==> src/hdl/sravg_pkg.sv <==
`timescale 1ns / 1ps
// ----------------------------------------------------------------------------
// Sensor running average alert package
// Shared widths, table size, status codes and register indexes.
// ----------------------------------------------------------------------------
package sravg_pkg;

   // Number of per-sensor table entries; sensor 0 is never valid.
   localparam int NUM_SENSORS = 16;
   localparam int SENSOR_W    = $clog2(NUM_SENSORS);

   localparam int ID_W    = 8;
   localparam int TEMP_W  = 16;
   localparam int TIME_W  = 32;
   localparam int SUM_W   = 32;
   localparam int COUNT_W = 16;
   localparam int CFG_W   = 16;

   localparam int CSR_INDEX_W = 3;

   // Register indexes of the configuration port.
   localparam logic [CSR_INDEX_W-1:0] CSR_RESET_GAP = 3'd0;
   localparam logic [CSR_INDEX_W-1:0] CSR_MIN_READ  = 3'd1;
   localparam logic [CSR_INDEX_W-1:0] CSR_COOLDOWN  = 3'd2;
   localparam logic [CSR_INDEX_W-1:0] CSR_COLD_LIM  = 3'd3;
   localparam logic [CSR_INDEX_W-1:0] CSR_HOT_LIM   = 3'd4;

   // Register values after reset.
   localparam logic [CFG_W-1:0] RESET_GAP_INIT = 16'd60;
   localparam logic [CFG_W-1:0] MIN_READ_INIT  = 16'd5;
   localparam logic [CFG_W-1:0] COOLDOWN_INIT  = 16'd30;
   localparam logic [CFG_W-1:0] COLD_LIM_INIT  = 16'd160;
   localparam logic [CFG_W-1:0] HOT_LIM_INIT   = 16'd480;

   typedef enum logic [2:0] {
      STATUS_INVALID = 3'd0,
      STATUS_ACCUM   = 3'd1,
      STATUS_AVG_OK  = 3'd2,
      STATUS_COLD    = 3'd3,
      STATUS_HOT     = 3'd4
   } status_type;

endpackage

==> src/hdl/sravg_if.sv <==
`timescale 1ns / 1ps
// ----------------------------------------------------------------------------
// Sensor running average alert channels
// Request, response and register write channels with valid/ready handshake.
// ----------------------------------------------------------------------------
interface sravg_req_if;
   import sravg_pkg::*;

   logic                     valid;
   logic                     ready;
   logic [ID_W-1:0]          sensor_number;
   logic signed [TEMP_W-1:0] temperature;
   logic [TIME_W-1:0]        reading_time;
   logic [TIME_W-1:0]        current_time;

   modport source (output valid, sensor_number, temperature, reading_time, current_time,
                   input ready);
   modport sink (input valid, sensor_number, temperature, reading_time, current_time,
                 output ready);
endinterface

interface sravg_rsp_if;
   import sravg_pkg::*;

   logic                      valid;
   logic                      ready;
   status_type                status;
   logic signed [TEMP_W-1:0]  average;
   logic [COUNT_W-1:0]        reading_count;
   logic                      window_restarted;

   modport source (output valid, status, average, reading_count, window_restarted,
                   input ready);
   modport sink (input valid, status, average, reading_count, window_restarted,
                 output ready);
endinterface

interface sravg_csr_if;
   import sravg_pkg::*;

   logic                   valid;
   logic                   ready;
   logic [CSR_INDEX_W-1:0] index;
   logic [CFG_W-1:0]       data;

   modport source (output valid, index, data, input ready);
   modport sink (input valid, index, data, output ready);
endinterface

==> src/hdl/sensor_running_average_alert_core.sv <==
`timescale 1ns / 1ps
// ----------------------------------------------------------------------------
// Sensor running average alert core
// Per-sensor running average of temperature readings with cold/hot alerts.
// ----------------------------------------------------------------------------
// Each request carries one reading and yields exactly one response. A valid
// sensor request runs from acceptance through these steps: read and update
// the sensor's table entry, 32 iterations of the shared restoring divider
// (one quotient bit per cycle), the alert compare, the hand-off to the
// response register and a return to idle, where the next request is taken.
// A reading that leaves the window below the minimum count skips the divider
// and the alert compare, and an invalid sensor number goes straight from idle
// to the hand-off. The hand-off waits while an earlier response is still
// pending unaccepted. The request side is ready only while the sequencer is
// idle; a finished response waits in its own output register, so a new
// request can be taken while the previous response is still pending.
// Register writes are always accepted and are expected only while no request
// is in flight.
module sensor_running_average_alert_core (
   input  logic clock,
   input  logic reset,
   sravg_req_if.sink   req_chan,
   sravg_rsp_if.source rsp_chan,
   sravg_csr_if.sink   csr_chan
);
   import sravg_pkg::*;

   typedef enum logic [2:0] {
      ST_IDLE,
      ST_CALC,
      ST_DIV,
      ST_ALERT,
      ST_FINISH
   } state_type;

   localparam int DIV_STEPS = SUM_W;
   localparam int STEP_W    = $clog2(DIV_STEPS);

   // Configuration registers.
   logic [CFG_W-1:0]        gap_cfg_ff;
   logic [CFG_W-1:0]        min_cfg_ff;
   logic [CFG_W-1:0]        cool_cfg_ff;
   logic signed [CFG_W-1:0] cold_cfg_ff;
   logic signed [CFG_W-1:0] hot_cfg_ff;

   // Per-sensor tables.
   logic [SUM_W-1:0]   sum_mem_ff  [NUM_SENSORS];
   logic [COUNT_W-1:0] cnt_mem_ff  [NUM_SENSORS];
   logic [TIME_W-1:0]  upd_mem_ff  [NUM_SENSORS];
   logic [TIME_W-1:0]  alrt_mem_ff [NUM_SENSORS];

   // Sequencer and datapath registers.
   state_type                state_ff, state_in;
   logic [ID_W-1:0]          id_ff, id_in;
   logic signed [TEMP_W-1:0] temp_ff, temp_in;
   logic [TIME_W-1:0]        rtime_ff, rtime_in;
   logic [TIME_W-1:0]        now_ff, now_in;
   logic [SUM_W-1:0]         quo_ff, quo_in;
   logic [COUNT_W-1:0]       rem_ff, rem_in;
   logic [COUNT_W-1:0]       div_ff, div_in;
   logic                     neg_ff, neg_in;
   logic                     restart_ff, restart_in;
   logic                     alert_ok_ff, alert_ok_in;
   logic [STEP_W-1:0]        step_ff, step_in;
   status_type               status_ff, status_in;
   logic signed [TEMP_W-1:0] avg_ff, avg_in;

   // Response register.
   logic                     rsp_valid_ff, rsp_valid_in;
   status_type               rsp_status_ff, rsp_status_in;
   logic signed [TEMP_W-1:0] rsp_avg_ff, rsp_avg_in;
   logic [COUNT_W-1:0]       rsp_cnt_ff, rsp_cnt_in;
   logic                     rsp_restart_ff, rsp_restart_in;

   // Table write controls.
   logic                  tbl_wr;
   logic                  alrt_wr;
   logic [SUM_W-1:0]      new_sum;
   logic [COUNT_W-1:0]    new_cnt;

   logic                  req_take;
   logic                  id_ok;
   logic [SENSOR_W-1:0]   idx;
   logic [SUM_W-1:0]      old_sum;
   logic [COUNT_W-1:0]    old_cnt;
   logic [TIME_W:0]       gap_diff;
   logic [TIME_W:0]       cool_diff;
   logic                  restart;
   logic                  cool_ok;
   logic [SUM_W-1:0]      temp_ext;
   logic [COUNT_W+1:0]    trial;
   logic [SUM_W-1:0]      quo_signed;
   logic signed [TEMP_W-1:0] avg_now;

   assign req_chan.ready = (state_ff == ST_IDLE);
   assign req_take       = req_chan.valid && req_chan.ready;
   assign id_ok          = (req_chan.sensor_number != '0) &&
                           ({1'b0, req_chan.sensor_number} < (ID_W + 1)'(NUM_SENSORS));

   assign idx      = id_ff[SENSOR_W-1:0];
   assign old_sum  = sum_mem_ff[idx];
   assign old_cnt  = cnt_mem_ff[idx];
   assign temp_ext = {{(SUM_W - TEMP_W){temp_ff[TEMP_W-1]}}, temp_ff};

   // Time differences are 33-bit signed so a stored time in the future
   // reads as a negative gap: no restart, no alert.
   assign gap_diff  = {1'b0, now_ff} - {1'b0, upd_mem_ff[idx]};
   assign cool_diff = {1'b0, now_ff} - {1'b0, alrt_mem_ff[idx]};
   assign restart   = $signed(gap_diff) > $signed({{(TIME_W + 1 - CFG_W){1'b0}}, gap_cfg_ff});
   assign cool_ok   = $signed(cool_diff) >= $signed({{(TIME_W + 1 - CFG_W){1'b0}}, cool_cfg_ff});

   // Window update: restart, accumulate, or freeze once the count saturates.
   always_comb begin
      if (restart) begin
         new_sum = temp_ext;
         new_cnt = COUNT_W'(1);
      end else if (old_cnt != '1) begin
         new_sum = old_sum + temp_ext;
         new_cnt = old_cnt + COUNT_W'(1);
      end else begin
         new_sum = old_sum;
         new_cnt = old_cnt;
      end
   end

   // One restoring division step: shift in the next dividend bit and try to
   // subtract the count.
   assign trial = {1'b0, rem_ff, quo_ff[SUM_W-1]} - {2'b00, div_ff};

   assign quo_signed = neg_ff ? (SUM_W'(0) - quo_ff) : quo_ff;
   // The mean of 16-bit readings always fits back into 16 bits.
   assign avg_now    = quo_signed[TEMP_W-1:0];

   assign tbl_wr  = (state_ff == ST_CALC);
   assign alrt_wr = (state_ff == ST_ALERT) && alert_ok_ff &&
                    ((avg_now < cold_cfg_ff) || (avg_now > hot_cfg_ff));

   always_comb begin
      state_in       = state_ff;
      id_in          = id_ff;
      temp_in        = temp_ff;
      rtime_in       = rtime_ff;
      now_in         = now_ff;
      quo_in         = quo_ff;
      rem_in         = rem_ff;
      div_in         = div_ff;
      neg_in         = neg_ff;
      restart_in     = restart_ff;
      alert_ok_in    = alert_ok_ff;
      step_in        = step_ff;
      status_in      = status_ff;
      avg_in         = avg_ff;
      rsp_status_in  = rsp_status_ff;
      rsp_avg_in     = rsp_avg_ff;
      rsp_cnt_in     = rsp_cnt_ff;
      rsp_restart_in = rsp_restart_ff;
      rsp_valid_in   = rsp_valid_ff && !rsp_chan.ready;

      unique case (state_ff)
         ST_IDLE: begin
            if (req_take) begin
               id_in    = req_chan.sensor_number;
               temp_in  = req_chan.temperature;
               rtime_in = req_chan.reading_time;
               now_in   = req_chan.current_time;
               if (id_ok) begin
                  state_in = ST_CALC;
               end else begin
                  status_in  = STATUS_INVALID;
                  avg_in     = '0;
                  div_in     = '0;
                  restart_in = 1'b0;
                  state_in   = ST_FINISH;
               end
            end
         end
         ST_CALC: begin
            restart_in  = restart;
            alert_ok_in = cool_ok;
            div_in      = new_cnt;
            neg_in      = new_sum[SUM_W-1];
            quo_in      = new_sum[SUM_W-1] ? (SUM_W'(0) - new_sum) : new_sum;
            rem_in      = '0;
            step_in     = STEP_W'(DIV_STEPS - 1);
            // A minimum of zero acts as one, which the count always meets.
            if (new_cnt >= min_cfg_ff) begin
               state_in = ST_DIV;
            end else begin
               status_in = STATUS_ACCUM;
               avg_in    = '0;
               state_in  = ST_FINISH;
            end
         end
         ST_DIV: begin
            if (!trial[COUNT_W+1]) begin
               rem_in = trial[COUNT_W-1:0];
            end else begin
               rem_in = {rem_ff[COUNT_W-2:0], quo_ff[SUM_W-1]};
            end
            quo_in  = {quo_ff[SUM_W-2:0], !trial[COUNT_W+1]};
            step_in = step_ff - STEP_W'(1);
            if (step_ff == '0) begin
               state_in = ST_ALERT;
            end
         end
         ST_ALERT: begin
            avg_in    = avg_now;
            status_in = STATUS_AVG_OK;
            // Cold wins when both limits are crossed.
            if (alert_ok_ff) begin
               priority if (avg_now < cold_cfg_ff) begin
                  status_in = STATUS_COLD;
               end else if (avg_now > hot_cfg_ff) begin
                  status_in = STATUS_HOT;
               end
            end
            state_in = ST_FINISH;
         end
         ST_FINISH: begin
            if (!rsp_valid_ff || rsp_chan.ready) begin
               rsp_valid_in   = 1'b1;
               rsp_status_in  = status_ff;
               rsp_avg_in     = avg_ff;
               rsp_cnt_in     = div_ff;
               rsp_restart_in = restart_ff;
               state_in       = ST_IDLE;
            end
         end
         default: begin
            state_in = ST_IDLE;
         end
      endcase
   end

   always_ff @(posedge clock) begin
      if (reset) begin
         state_ff     <= ST_IDLE;
         rsp_valid_ff <= 1'b0;
      end else begin
         state_ff     <= state_in;
         rsp_valid_ff <= rsp_valid_in;
      end
      id_ff          <= id_in;
      temp_ff        <= temp_in;
      rtime_ff       <= rtime_in;
      now_ff         <= now_in;
      quo_ff         <= quo_in;
      rem_ff         <= rem_in;
      div_ff         <= div_in;
      neg_ff         <= neg_in;
      restart_ff     <= restart_in;
      alert_ok_ff    <= alert_ok_in;
      step_ff        <= step_in;
      status_ff      <= status_in;
      avg_ff         <= avg_in;
      rsp_status_ff  <= rsp_status_in;
      rsp_avg_ff     <= rsp_avg_in;
      rsp_cnt_ff     <= rsp_cnt_in;
      rsp_restart_ff <= rsp_restart_in;
   end

   // Sensor tables start out all zero.
   always_ff @(posedge clock) begin
      if (reset) begin
         for (int i = 0; i < NUM_SENSORS; i++) begin
            sum_mem_ff[i]  <= '0;
            cnt_mem_ff[i]  <= '0;
            upd_mem_ff[i]  <= '0;
            alrt_mem_ff[i] <= '0;
         end
      end else begin
         if (tbl_wr) begin
            sum_mem_ff[idx] <= new_sum;
            cnt_mem_ff[idx] <= new_cnt;
            upd_mem_ff[idx] <= rtime_ff;
         end
         if (alrt_wr) begin
            alrt_mem_ff[idx] <= now_ff;
         end
      end
   end

   // Register writes; indexes beyond the list are dropped.
   assign csr_chan.ready = 1'b1;

   always_ff @(posedge clock) begin
      if (reset) begin
         gap_cfg_ff  <= RESET_GAP_INIT;
         min_cfg_ff  <= MIN_READ_INIT;
         cool_cfg_ff <= COOLDOWN_INIT;
         cold_cfg_ff <= COLD_LIM_INIT;
         hot_cfg_ff  <= HOT_LIM_INIT;
      end else if (csr_chan.valid && csr_chan.ready) begin
         unique case (csr_chan.index)
            CSR_RESET_GAP: gap_cfg_ff  <= csr_chan.data;
            CSR_MIN_READ:  min_cfg_ff  <= csr_chan.data;
            CSR_COOLDOWN:  cool_cfg_ff <= csr_chan.data;
            CSR_COLD_LIM:  cold_cfg_ff <= csr_chan.data;
            CSR_HOT_LIM:   hot_cfg_ff  <= csr_chan.data;
            default: begin
            end
         endcase
      end
   end

   assign rsp_chan.valid            = rsp_valid_ff;
   assign rsp_chan.status           = rsp_status_ff;
   assign rsp_chan.average          = rsp_avg_ff;
   assign rsp_chan.reading_count    = rsp_cnt_ff;
   assign rsp_chan.window_restarted = rsp_restart_ff;

`ifndef SYNTHESIS
   // A new response only appears out of the hand-off state.
   a_rsp_from_finish: assert property (@(posedge clock) disable iff (reset)
      $rose(rsp_valid_ff) |-> $past(state_ff == ST_FINISH))
      else $error("response raised outside the hand-off state");

   // The divider never runs with a zero count.
   a_div_nonzero: assert property (@(posedge clock) disable iff (reset)
      (state_ff == ST_DIV) |-> (div_ff != '0))
      else $error("divider running with a zero count");

   // Without an average the reported average is zero.
   a_avg_zero: assert property (@(posedge clock) disable iff (reset)
      rsp_valid_ff && (rsp_status_ff == STATUS_INVALID || rsp_status_ff == STATUS_ACCUM)
      |-> (rsp_avg_ff == '0))
      else $error("average reported without enough readings");

   // An invalid sensor reports no count and no restart.
   a_invalid_clean: assert property (@(posedge clock) disable iff (reset)
      rsp_valid_ff && (rsp_status_ff == STATUS_INVALID)
      |-> (rsp_cnt_ff == '0) && !rsp_restart_ff)
      else $error("invalid sensor response carries window data");

   // An accepted request keeps the sequencer busy in the next cycle.
   a_busy_after_take: assert property (@(posedge clock) disable iff (reset)
      req_take |=> !req_chan.ready)
      else $error("request side ready right after a request");
`endif

endmodule

==> src/flat_wrapper.sv <==
// flat-port wrapper written by rule: the top's interface ports become plain ports
module sensor_running_average_alert_core_flat import sravg_pkg::*;
  (clock, reset, req_chan_valid, req_chan_sensor_number, req_chan_temperature, req_chan_reading_time, req_chan_current_time, req_chan_ready, rsp_chan_valid, rsp_chan_status, rsp_chan_average, rsp_chan_reading_count, rsp_chan_window_restarted, rsp_chan_ready, csr_chan_valid, csr_chan_index, csr_chan_data, csr_chan_ready);
  sravg_req_if req_chan_i ();
  sravg_rsp_if rsp_chan_i ();
  sravg_csr_if csr_chan_i ();
  input  logic clock;
  input  logic reset;
  input wire logic [$bits(req_chan_i.valid)-1:0] req_chan_valid;
  input wire logic [$bits(req_chan_i.sensor_number)-1:0] req_chan_sensor_number;
  input wire logic [$bits(req_chan_i.temperature)-1:0] req_chan_temperature;
  input wire logic [$bits(req_chan_i.reading_time)-1:0] req_chan_reading_time;
  input wire logic [$bits(req_chan_i.current_time)-1:0] req_chan_current_time;
  output wire logic [$bits(req_chan_i.ready)-1:0] req_chan_ready;
  output wire logic [$bits(rsp_chan_i.valid)-1:0] rsp_chan_valid;
  output wire logic [$bits(rsp_chan_i.status)-1:0] rsp_chan_status;
  output wire logic [$bits(rsp_chan_i.average)-1:0] rsp_chan_average;
  output wire logic [$bits(rsp_chan_i.reading_count)-1:0] rsp_chan_reading_count;
  output wire logic [$bits(rsp_chan_i.window_restarted)-1:0] rsp_chan_window_restarted;
  input wire logic [$bits(rsp_chan_i.ready)-1:0] rsp_chan_ready;
  input wire logic [$bits(csr_chan_i.valid)-1:0] csr_chan_valid;
  input wire logic [$bits(csr_chan_i.index)-1:0] csr_chan_index;
  input wire logic [$bits(csr_chan_i.data)-1:0] csr_chan_data;
  output wire logic [$bits(csr_chan_i.ready)-1:0] csr_chan_ready;
  assign req_chan_i.valid = req_chan_valid;
  assign req_chan_i.sensor_number = req_chan_sensor_number;
  assign req_chan_i.temperature = req_chan_temperature;
  assign req_chan_i.reading_time = req_chan_reading_time;
  assign req_chan_i.current_time = req_chan_current_time;
  assign req_chan_ready = req_chan_i.ready;
  assign rsp_chan_valid = rsp_chan_i.valid;
  assign rsp_chan_status = rsp_chan_i.status;
  assign rsp_chan_average = rsp_chan_i.average;
  assign rsp_chan_reading_count = rsp_chan_i.reading_count;
  assign rsp_chan_window_restarted = rsp_chan_i.window_restarted;
  assign rsp_chan_i.ready = rsp_chan_ready;
  assign csr_chan_i.valid = csr_chan_valid;
  assign csr_chan_i.index = csr_chan_index;
  assign csr_chan_i.data = csr_chan_data;
  assign csr_chan_ready = csr_chan_i.ready;
  sensor_running_average_alert_core u_core (.clock(clock), .reset(reset), .req_chan(req_chan_i), .rsp_chan(rsp_chan_i), .csr_chan(csr_chan_i));
endmodule
==> config.mk <==
export PLATFORM = sky130hd
export DESIGN_NAME = sensor_running_average_alert_core_flat
export DESIGN_NICKNAME = d
export VERILOG_FILES = /design/src/hdl/sravg_pkg.sv /design/src/hdl/sravg_if.sv /design/src/hdl/sensor_running_average_alert_core.sv /design/src/flat_wrapper.sv
export SDC_FILE = /design/constraint.sdc
export NUM_CORES = 2
export LEC_CHECK = 0
export BUFFER_PORTS_ARGS = -buffer_cell sky130_fd_sc_hd__buf_2
export CORE_ASPECT_RATIO = 0.9
export CORE_MARGIN = 1
export CORE_UTILIZATION = 52
export CTS_BUF_LIST = sky130_fd_sc_hd__clkbuf_16
export DETAILED_ROUTE_END_ITERATION = 8
export HOLD_SLACK_MARGIN = 0.05
export PLACE_DENSITY = 0.69
export SLEW_MARGIN = 20
export SYNTH_ARGS = -nofsm -noshare
export SYNTH_HDL_FRONTEND = slang
export SYNTH_SLANG_ARGS = --single-unit
==> constraint.sdc <==
create_clock -name clock -period 20.9 [get_ports clock]
set_clock_uncertainty 0.15 [all_clocks]
set_input_delay 0 -clock clock [delete_from_list [all_inputs] [get_ports clock]]
set_output_delay 0 -clock clock [all_outputs]
set_load 0.02 [all_outputs]
; Word-level counts from Yosys, hierarchy flattened
; Memories as Yosys holds them, arrays and structs flattened. A register that Yosys moved wholly into a read port is not among the register bits.
; Index checks and enable logic that the tools add are counted.
[totals]
mem_bits_ro = 0
ff_bits = 295
output_inout_bits = 39
n_memories = 4
elab_cells = 144
input_bits = 112
latch_bits = 0
ramBits = 1792
[op_classes]
n_addsub = 8
n_mux = 57
bitwise = 0
multipliers = 0
n_reduce_logical = 31
shifts = 0
n_eq_ne = 14
n_div = 0
n_lt_le_gt_ge = 6
[memory_table]
columns = name, words, width, read_ports, rd_ports_with_merged_regs, wr, line
row1 = u_core.alrt_mem_ff, 16, 32, 1, 1, 16, sensor_running_average_alert_core.sv:50  ; logic [TIME_W-1:0] alrt_mem_ff [NUM_SENSORS];
row2 = u_core.sum_mem_ff, 16, 32, 1, 1, 16, sensor_running_average_alert_core.sv:47  ; logic [SUM_W-1:0] sum_mem_ff [NUM_SENSORS];
row3 = u_core.upd_mem_ff, 16, 32, 1, 1, 16, sensor_running_average_alert_core.sv:49  ; logic [TIME_W-1:0] upd_mem_ff [NUM_SENSORS];
row4 = u_core.cnt_mem_ff, 16, 16, 1, 1, 16, sensor_running_average_alert_core.sv:48  ; logic [COUNT_W-1:0] cnt_mem_ff [NUM_SENSORS];
[ops]
columns = op, count
row1 = 32-bit two-way mux, 6
row2 = 16-bit two-way mux, 8
row3 = 32-bit OR reduction, 3
row4 = 32-bit by 32-bit subtractor with 33-bit output, 2
row5 = 16-bit case mux with 2 select lines, 2
row6 = 32-bit case mux with 2 select lines, 1
row7 = 16-bit case mux with 3 select lines, 1
row8 = 33-bit by 17-bit >= comparator with 1-bit output, 1
row9 = 33-bit by 17-bit greater-than comparator with 1-bit output, 1
row10 = 3-bit two-way mux, 11
row11 = 32-bit adder, 1
row12 = 4-bit two-way mux, 8
row13 = "1-bit by 32-bit subtractor with 32-bit output, first input constant", 1
row14 = 17-bit by 16-bit subtractor with 18-bit output, 1
row15 = "16-bit by 1-bit adder with 16-bit output, second input constant", 1
row16 = 16-bit >= comparator, 1
row17 = 16-bit greater-than comparator, 1
row18 = 16-bit < comparator, 1
row19 = 1-bit two-way mux, 16
row20 = "16-bit inequality test, second input constant", 1
row21 = 16-bit OR reduction, 1
row22 = "1-bit by 16-bit subtractor with 16-bit output, first input constant", 1
row23 = 3-bit case mux with 5 select lines, 1
row24 = 2-bit AND reduction, 7
row25 = other kinds (20), 38

; Logic depth before layout (Yosys ltp)
[depth]
depth_word = 10
ltp_mapped = 51
ltp_nobuf = 36

; Worst setup path before layout
; No wires, ideal clock.
[synth_path]
path_kind = register to register
startpoint = reg with a tool-made name
endpoint = reg u_core.avg_ff[0] (enable)
path_stages_with_launch = 49
t_arrival_ps = 11146
path_buffers = 15
period_less_slack_ps = 11670
slack_ps = 9230
required_time_ps = 20376
setup_time_ps = 374
path_cell_list = dfxtp_1 buf_6 buf_12 buf_12 buf_6 buf_6 buf_6 buf_4 buf_6 buf_2 buf_2 buf_1 mux4_2 mux4_2 ha_1 fa_1 nand2b_1 a211oi_1 [13 not listed] clkbuf_1 nor2_1 clkbuf_1 ha_1 nand2b_1 a21o_1 a21o_1 a21o_1 a21o_1 a21o_1 a21o_1 a21o_1 a21oi_1 o21ai_0 a31o_2 a21oi_1 o21bai_1 inv_1
[synth_rtl]
columns = item, line
row1 = end signal: assignment, sensor_running_average_alert_core.sv:255  ; avg_ff <= avg_in;
row2 = end: declaration, sensor_running_average_alert_core.sv:66  ; logic signed [TEMP_W-1:0] avg_ff, avg_in;

==> summary.md <==
| Metric | Value |
|---|---|
| Yosys reg bits | `around 2100` |
| Post-Synthesis Cells | `~7000` |
| CTS Sinks | `2091` |
| Post-Syn Nets | `7354` |
| I/O Pins | `151` |
| Worst-case clock buffer depth | `3` |
| CP most frequent cell | `a21o_1` |
| Commonest cells post-synth | `edfxtp_1, nor2_1, and2_1` |
| Largest net degree at the start of global routing | `approximately 120` |
| Status | `completed` |
| Die width | `462 microns` |
| Most numerous cell in the Yosys netlist | `edfxtp_1` |
| Largest stage delay, worst path | `just under 900 ps` |
| Distinct cells, synth | `97` |
| Min-Delay Path Class | `input port to flop` |
| Starting density of the core | `0.525` |
| PwrDens | `93.0 mW/mm^2` |
| Clk pin slew, worst setup/hold paths | `60 ps` |
| Primary FF master, synth | `edfxtp_1` |
| Combinational power share | `0.168` |
| N_diodes | `0` |
| Period utilization | `0.610` |
| Syn_area_per_cell | `14.1 sq um` |
| Gpl congestion | `~0.93` |
| Maximum vdd drop | `0.0839 mV` |
| CP max stage cell | `inv_1` |
| CP max FO | `96` |
| Placed insts | `a little over 9000` |
| Vias in the first global route | `slightly above 60000` |
| Internal power | `about 7.5 mW` |
| Vias | `62754` |
| Total track usage | `0.297` |
| Share of cells above drive strength 1 | `0.173` |
| Max-slew headroom | `0.238` |
| Hpwl dp | `159000 microns` |
| Initial antenna violation count | `10` |
| Seq pwr share | `0.467` |
| Final #Nets | `between 7000 and 8000` |
| Post-synth EDFFs | `2003` |
| Kind of critical path | `flop to flop` |
| Post-synth top area share | `0.608` |
| Dpl cell area | `0.102 sq mm` |
| Die span in y | `416 microns` |
| Iter 0 DRT Violations | `~8800` |
| Clock Power Share | `0.365` |
| Switching Share | `0.272` |
| Die ar. | `0.192 sq mm` |
| Setup WS post-layout | `8140 ps` |
| IO Port Bufs | `approximately 150` |
| Place WS | `between 8000 and 9000 ps` |
| CP Capture Type | `flop` |
| Clock Latency Late Sink | `860 ps` |
| Worst slew pin tran | `1140 ps` |
| Top post-synthesis cells by area | `edfxtp_1, mux4_2, and2_1` |
| Max cap viols | `0` |
| FFs w/ async S/R, synth | `0` |
| Number of setup buffers added after CTS | `0` |
| Worst EP required | `roughly 21000 ps` |
| Antenna-violating nets left | `0` |
| Fin crit period | `between 10000 and 15000 ps` |
| Finished Layout Cells | `9936` |
| Cell leakage power | `42.6 nW` |
| YS warnings | `0` |
| Sequential-to-total area share from yosys stat | `0.626` |
| Post-CTS resize count | `0` |
| H-tree depth | `4` |
| F_max | `roughly 78 MHz` |
| Drt total wl | `286000 microns` |
| CP arrival | `13080 ps` |
| Final Cell Area | `0.111 sq mm` |
| Netlist Area Pre-Place | `0.0990 sq mm` |
| RSZ-0062 raised after global routing | `false` |
| First-pass GRT wire length | `between 400000 and 500000 microns` |
| Clock Root Buffer | `clkbuf_16` |
| CTS tree | `yes` |
| Hold Vio Cnt, Final | `0` |
| Psw | `2.82 mW` |
| TritonCTS Buffers | `roughly 210` |
| Slew Limit Fails | `0` |
| Vias per inst | `~6.3` |
| Dominant cell type by area after synthesis | `edfxtp_1` |
| P&R area growth vs syn | `12.5%` |
| Layout filler cell count | `14344` |
| DR WL/cell | `28.7 microns` |
| Row cnt | `roughly 150` |
| Final setup viols | `0` |
| CP Launch Type | `flop` |
| Grt ovf | `0` |
| DRC Markers | `0` |
| Sum Neg Setup Slack | `0 ps` |
| TritonRoute pass-1 iters | `6` |
| Core Area | `0.189 sq mm` |
| # hold bufs at CTS | `224` |
[metrics by stage]
stage	util	power (mW)	hold WS (ps)
after floorplan	-	6.11	-51.1
after global placement	0.542	6.57	26.3
after detailed placement	0.542	6.61	28.1
after CTS	0.590	10.4	105
after global routing	0.591	10.7	198
final	0.591	10.4	176
[power by group through the flow]
stage / Sequential (mW) / Clock (mW) / Combinational, mW
CTS: 4.84 / 3.81 / 1.72
detailed placement: 4.92 / 0 / 1.68
floorplan: 4.88 / 0 / 1.23
global route: 4.85 / 3.95 / 1.88
global placement: 4.91 / 0 / 1.66
finish: 4.84 / 3.78 / 1.74
[per-layer routing]
layer | vias to the layer above | track usage | part of all wire | wire length, microns
met5 | - | 0 | 0 | 0
met4 | 0 | 0.0859 | 0.029 | 8320
met3 | 553 | 0.0595 | 0.11 | 32100
li1 | 26479 | - | - | -
met1 | 31938 | 0.420 | 0.39 | 112000
met2 | 3784 | 0.467 | 0.47 | 133000
[kinds of logic (layout without fill, tap and decap cells)]
kind of cell    after synthesis  after routing  share of synthesized area
fa+ha+maj                   200            200                     0.0256
xor+xnor                    121            121                     0.0107
other cells                   1              1                  0.0000379
mux                         621            621                      0.133
buf+inv                     781           1151                     0.0323
simple gates               2620           2620                      0.133
compound gates              607            607                     0.0394
flops                      2091           2091                      0.626
[final timing paths]
path | startpoint | end | slack (ps) | cells past startpoint
min reg2reg | u_core.avg_ff[1] | u_core.rsp_chan.average[1] | 270 | 0
min | csr_chan_index[2] | u_core.hot_cfg_ff[15] | 180 | 5
max | flop | u_core.avg_ff[4] | 8140 | 35
max reg2reg | flop | u_core.avg_ff[4] | 8140 | 35
[critical path, delay by kind of cell (launching register included)]
family | cells | cell delay, ps
xor gates and xnor gates | 1 | 190
DFF | 1 | 830
adders and majority gates | 3 | 790
AOI/OAI and AO/OA | 18 | 4450
muxes | 2 | 1090
buffers and inverters | 6 | 3250
and+or+nand+nor | 5 | 1420
[registers in the layout, indices dropped and copies added (netlist names), 32 cells and up, named ones only]
name                flops
u_core.upd_mem_ff     512
u_core.alrt_mem_ff    512
u_core.sum_mem_ff     512
u_core.rtime_ff        32
u_core.cnt_mem_ff     256
u_core.quo_ff          32
u_core.now_ff          32
[cells in the final DEF, fill, tap and decap left out, types with 18 or more instances in the layout]
cell type / synthesis / routed
edfxtp_1: 2003 / 2003
clkbuf_16: 0 / 219
buf_2: 46 / 148
dlygate4sd3_1: 0 / 224
nand2_1: 324 / 311
or2_2: 34 / 31
nand2b_1: 51 / 39
ha_1: 196 / 196
and3_1: 394 / 394
buf_4: 7 / 150
nor3_1: 40 / 35
and2_1: 662 / 661
mux4_1: 22 / 22
nor2_1: 952 / 947
xnor2_1: 70 / 70
a21oi_1: 212 / 209
o21ai_1: 18 / 18
inv_1: 224 / 271
dfxtp_1: 88 / 85
bufinv_16: 0 / 19
o21ai_0: 113 / 112
clkinv_2: 0 / 39
clkinv_1: 0 / 50
mux2i_1: 56 / 56
mux4_2: 523 / 523
nand3_1: 36 / 32
a21o_1: 62 / 62
nand4_1: 25 / 25
nor2b_1: 31 / 29
xor2_1: 51 / 51
[layout make-up]
class / count / area [sq um] / share of cell area
Clock buffer: 219 / 5480 / 0.0492
Clock inverter: 177 / 1410 / 0.0127
Inverter: 225 / 852 / 0.00765
Multi-Input combinational cell: 4170 / 34300 / 0.308
Sequential cell: 2091 / 61900 / 0.556
Tap cell: 2524 / 3160 / 0.0284
Timing Repair Buffer: 530 / 4280 / 0.0384
Note: power is estimated with default switching activity, not from simulation.
